### config.mk
export PLATFORM = sky130hd
export DESIGN_NAME = spi_div_cell
export DESIGN_NICKNAME = d
export VERILOG_FILES = /design/src/rtl/spi_pkg.sv /design/src/rtl/spi_div_cell.sv
export SDC_FILE = /design/constraint.sdc
export NUM_CORES = 1
export LEC_CHECK = 0
export BUFFER_PORTS_ARGS = -buffer_cell sky130_fd_sc_hd__clkbuf_2
export CAP_MARGIN = 10
export CORE_AREA = 2 2 282 284
export DETAILED_ROUTE_END_ITERATION = 7
export DIE_AREA = 0 0 284 286
export SLEW_MARGIN = 20
export SYNTH_ARGS = -nofsm -noshare
export SYNTH_HDL_FRONTEND = slang
export SYNTH_SLANG_ARGS = --single-unit
export TNS_END_PERCENT = 100
### constraint.sdc
create_clock -name clk_i -period 0.85 [get_ports clk_i]
set_input_delay 0.17 -clock clk_i [delete_from_list [all_inputs] [get_ports clk_i]]
set_output_delay 0.17 -clock clk_i [all_outputs]
set_load 0.01 [all_outputs]
### src/rtl/spi_pkg.sv
// ----------------------------------------------------------------------------
// spi_pkg: shared types and constants for the segment/plane intersection block
// widths, register indexes and the divider cell handoff record
// ----------------------------------------------------------------------------
package spi_pkg;

  localparam int unsigned CoordWidth    = 32;
  localparam int unsigned FractionBits  = 16;
  localparam int unsigned NormWidth     = 32;
  localparam int unsigned OffsetWidth   = 64;
  localparam int unsigned QuotBits      = 32;
  localparam int unsigned CfgIdxWidth   = 2;
  // products are 64 bits, six of them plus the offset fit in 68 bits
  localparam int unsigned SumWidth      = 68;

  localparam logic [CfgIdxWidth-1:0] RegNormalX = 2'd0;
  localparam logic [CfgIdxWidth-1:0] RegNormalY = 2'd1;
  localparam logic [CfgIdxWidth-1:0] RegNormalZ = 2'd2;
  localparam logic [CfgIdxWidth-1:0] RegOffset  = 2'd3;

  localparam logic [NormWidth-1:0]   NormalZReset = 32'sd65536;

  // coordinate record carried along the chain (start point and ray)
  typedef struct packed {
    logic signed [CoordWidth-1:0] p1_x;
    logic signed [CoordWidth-1:0] p1_y;
    logic signed [CoordWidth-1:0] p1_z;
    logic signed [CoordWidth:0]   ray_x;
    logic signed [CoordWidth:0]   ray_y;
    logic signed [CoordWidth:0]   ray_z;
  } seg_t;

  // what one restoring division cell hands its neighbor
  typedef struct packed {
    logic                valid;
    logic                hit;
    logic [SumWidth-1:0] rem;
    logic [SumWidth-1:0] den;
    logic [QuotBits-1:0] quot;
    seg_t                seg;
  } div_t;

endpackage

### src/rtl/spi_div_cell.sv
// ----------------------------------------------------------------------------
// spi_div_cell: one restoring division step
// shifts the remainder, subtracts the denominator and keeps one quotient bit
// ----------------------------------------------------------------------------
module spi_div_cell import spi_pkg::*; (
  input  logic clk_i,
  input  logic rst_ni,
  input  logic en_i,
  input  div_t in_i,
  output div_t out_o
);

  div_t out_q, out_d;
  logic valid_q;
  logic [SumWidth-1:0] shl;

  always_comb begin
    shl = {in_i.rem[SumWidth-2:0], 1'b0};
    out_d = in_i;
    if (shl >= in_i.den) begin
      out_d.rem  = shl - in_i.den;
      out_d.quot = {in_i.quot[QuotBits-2:0], 1'b1};
    end else begin
      out_d.rem  = shl;
      out_d.quot = {in_i.quot[QuotBits-2:0], 1'b0};
    end
  end

  always_ff @(posedge clk_i or negedge rst_ni) begin
    if (!rst_ni) begin
      valid_q <= 1'b0;
    end else if (en_i) begin
      valid_q <= in_i.valid;
    end
  end

  always_ff @(posedge clk_i) begin
    if (en_i) begin
      out_q <= out_d;
    end
  end

  always_comb begin
    out_o       = out_q;
    out_o.valid = valid_q;
  end

endmodule

# Yosys cells after proc, flatten, opt, wreduce, memory -nomap -nowiden
# Cells that the tools add are included.
# word_totals
output_inout_bits	365
word_cells	16
register_bits	365
input_bits	368
# op_classes
n_lt_le_gt_ge	1
add_sub_neg	1
mux	2
# op_table
op	count
68-bit >= comparator	1
68-bit two-way mux	1
68-bit subtractor	1
1-bit two-way mux	1

# Logic depth before layout (Yosys ltp)
# depth
depth_word	2
mapped_depth	15
mapped_depth_nobuf	13

# Least setup slack after synthesis
# No wires, ideal clock.
# synth_timing
path_type	input port to flip-flop
from	input in_i[231] (netlist bit)
to	register out_q, in the netlist out_o[336] (data pin)
path_stages	11
required_time_ps	590
arrival_ps	2530
setup_slack_ps	-1940
setup_ps	260
cell_sequence	inv_1 -> ha_1 -> a21o_1 -> o31a_1 -> o32a_1 -> or2_4 -> a22oi_4 -> a21oi_2 -> a21oi_4 -> buf_4 -> mux2_2
# synth_rtl
element	line	rtl
from (decl)	spi_div_cell.sv:9	input div_t in_i,
to (signal assigned)	spi_div_cell.sv:39	out_q <= out_d;
to (decl)	spi_div_cell.sv:13	div_t out_q, out_d;

==> impl_metrics.csv <==
group,metric,value,unit
outcome,outcome,"complete, but fails checks",
outcome,violations,"negative setup slack",
drt,viasPerCell,4.27,
yosys,netlist_top_cells_area,"edfxtp_1 (67%), ha_1 (5.2%), nand2_1 (3.0%)",
sta,maxSlewViolCount,0,
worst_setup_path,reg2reg_to,"valid_q",
global_routing,grt_pass1_wl,117,mm
final_layout,area_growth,94.9,%
yosys,synth.most_common_cell,"edfxtp_1",
drt,wl,86.3,mm
global_routing,antenna_found_initial,30,
sta,tightestPinTransition,0.639,ns
yosys,ys_async_sr_fraction,0.274,%
worst_setup_path,crit_cells,16,
sta,fmax,0.404,GHz
worst_setup_path,cp_slowest_cell,"o32a_1",
yosys,yosys.area_share.xor_xnor,3.23,%
die,die_area,81200,µm²
worst_setup_path,crit_arrival,2.81,ns
clock_tree,root_buffer,"clkbuf_16",
yosys,syn_inst,1238,
hold_path,hold_path.class,"primary input to flop",
die,die_w,284,µm
yosys,synth_common_cells,"edfxtp_1 (364), nand2_1 (129), o21ai_0 (92)",
yosys,yosysTopAreaCellShare,67.1,%
worst_setup_path,crit_type,"primary input to flop",
yosys,synthesis.area,16300,µm²
clock_tree,cts-htree-levels,2,
yosys,syn_nets,1675,
worst_setup_path,critPathMaxFanout,5,
yosys,synth_top_family_by_area,"compound AO/OA/AOI/OAI gates",
die,core,78400,µm²
drt,drt_iter0_markers,789,
worst_setup_path,critical_path.endpoint_type,"flop",
sta,rsz0062_at_grt,"yes",
drt,wire_per_inst,22.6,µm
pwr,report.power.total,58.3,mW
yosys,syn_avg_cell_area,13.1,µm²
die,die_h,286,µm
sta,slew_headroom,57.0,%
worst_setup_path,reg2reg_from,"valid_q",
die,ioPinCount,733,
worst_setup_path,cp_cell_sequence,"buf_8, clkinv_4, fa_2, nand2b_4, a21oi_2, buf_4, o31a_1, o32a_1, or2_4, a22oi_4, a21oi_4, a21oi_4, buf_8, buf_12, a211oi_2, a32o_1",
final_layout,num-nets-final,3158,
global_routing,grt_use_total,19.9,%
yosys,yosysWarnings,0,
clock_tree,clockBufferDepth,3,
worst_setup_path,crit_path_max_incr_delay,0.31,ns
sta,min_period_over_period,291,%
die,std_cell_rows,103,
yosys,ys_seq_area_share,67.3,%
sta,min_period,2.47,ns
die,start_util,20.8,%
worst_setup_path,crit_path_end,"out_o[353]",
worst_setup_path,crit_family,"compound AO/OA/AOI/OAI gates",
clock_tree,clk_latency,0.57,ns
global_routing,gr-total-overflow,0,
sta,final_hold_viol_count,0,
global_routing,grt_start_max_net_pins,49,
sta,finClkSkew,0,ns
pwr,powerDensity,1840,nW/µm²
drt,drc_errors,0,
worst_setup_path,required,1.19,ns
yosys,synth_top_area_cell,"edfxtp_1",
sta,fin_ws,-1.62,ns
global_routing,grt_pass1_vias,16500,
placement,gp_congestion,0.910,
worst_setup_path,setup.worst_path.start,"in_i[295]",
yosys,synth_enable_flop_cells,364,
yosys,synth-adder-area-share,5.35,%
pwr,peakVddDrop,1.26,mV
final_layout,finalNonFillerCells,3814,
clock_tree,cts.clk_slew.worst_paths,0.07,ns
sta,setup_violations,434,
yosys,synth_simple_gate_area_share,8.27,%
run,cap_violations,0,
yosys,synth_seq_cells,365,
placement,port_buffers,730,
final_layout,fillers,7456,
clock_tree,cts_sinks,365,
yosys,synth_compound_area_share,12.1,%
hold_path,min_from,"in_i[300]",
yosys,ys.flop_type,"edfxtp_1",
placement,hpwlAfterDp,66.8,mm
clock_tree,cts_tree,"built",
worst_setup_path,rr_worst_depth,1,
worst_setup_path,r2r_slack,0.10,ns
drt,antenna_left,0,
placement,placed_cells,3319,
drt,num_vias,16300,
clock_tree,numCtsBuffers,44,
yosys,synthDistinctLibCells,65,
pwr,p_leak,14.0,nW
yosys,synth.area.mux_share,0.261,%
drt,dr.pass1.iters,5,
final_layout,drive_gt1_share,50.6,%
worst_setup_path,critPathBufInv,5,
worst_setup_path,critPathLaunchType,"primary input",
-- through the flow --
step | cell area (µm²) | hold WS (ns) | setup TNS, ns | worst slack, ns | util (%)
after detailed placement | 24300 | -0.0510 | -216.65 | -2.49 | 31.0
after global routing | 31700 | 0.0275 | -285.50 | -1.74 | 40.5
after global placement | 24300 | -0.0539 | -216.08 | -2.45 | 31.0
after CTS | 30600 | 0.00115 | -280.58 | -1.64 | 39.1
final | 31700 | 0.0316 | -260.30 | -1.62 | 40.5
after floorplan | 16700 | -0.126 | -111.18 | -1.71 | -
-- state kept, by name, indices dropped and copies added, names as in the netlist --
register	count
valid_q	1
out_o	364
-- report_power, final --
part	total (mW)	switching [mW]	internal (mW)	leakage, nW
Sequential	22.4	0.659	21.8	3.57
Combinational	15.2	7.52	7.73	9.65
Clock	20.7	8.31	12.3	0.739
Total	58.3	16.5	41.8	14.0
-- repair_timing --
item | CTS | global route
endpoints found under the hold margin | 357 | 1
setup endpoints to repair | 434 | 434
gates resized for setup | 239 | 303
hold buffers | 358 | 1
pin swaps | 37 | 58
buffers inserted | 24 | 19
cloned | 2 | 7
-- cells in the final DEF (no fill, tap or decap), types with 12 or more instances in the layout --
master         count
a21o_1            38
a21oi_1           69
a21oi_2           12
buf_12            24
buf_2             13
buf_4            358
buf_6             56
clkbuf_16         49
clkbuf_2         606
clkbuf_8          55
dlygate4sd3_1    359
edfxtp_1         364
ha_1              36
ha_4              32
inv_1             67
inv_2             12
nand2_1           96
nand2_2           24
nand3_1           12
nand4_1           30
nor2_1            45
o21ai_0           29
o21ai_1           40
o21ai_2           31
o21bai_1          15
xnor2_1           34
xor2_1            24
-- how the worst min path moves through the flow --
stage | to | slack, ns | cells past startpoint
6_report | out_o[301] | 0.03 | 4
5_1_grt | out_o[167] | 0.03 | 2
4_1_cts | out_o[298] | 0.001 | 4
3_3_place_gp | valid_q | -0.05 | 1
3_5_place_dp | valid_q | -0.05 | 1
2_1_floorplan | valid_q | -0.13 | 0
-- layout make-up --
class | instances | area (µm²) | share of cell area [%]
antenna | 8 | 20.0 | 0.0631
tap | 1050 | 1310 | 4.14
sequential | 365 | 11000 | 34.5
timing repair buffer | 1488 | 11600 | 36.5
clock inverter | 31 | 432 | 1.36
inverter | 87 | 357 | 1.12
clock buffer | 50 | 1120 | 3.54
multi-input combinational | 735 | 5940 | 18.7
-- tightest hold or removal path: stages --
cell and delay [ns]:
clkbuf_2 0.14, buf_4 0.12, nand2_2 0.04, o21ai_2 0.04
-- routing by layer --
metal / track usage (%) / wire, µm / share of wire (%) / up-vias
met1: 22.8 / 33200 / 39 / 7861
met5: 0 / 218 / 0.25 / -
met2: 34.7 / 42400 / 49 / 651
met4: 6.50 / 3260 / 3.8 / 32
li1: - / - / - / 7589
met3: 6.95 / 7170 / 8.3 / 161
-- logic make-up (layout without fill, tap and decap cells) --
| kind of cell | count (synthesis) | in the layout |
|---|---|---|
| buf+inv | 138 | 1656 |
| compound gates | 314 | 314 |
| simple gates | 288 | 288 |
| xor+xnor | 60 | 60 |
| flops | 365 | 365 |
| fa+ha+maj | 69 | 69 |
| other cells | 0 | 8 |
| mux | 4 | 4 |
Note: power is estimated with default switching activity, not from simulation.
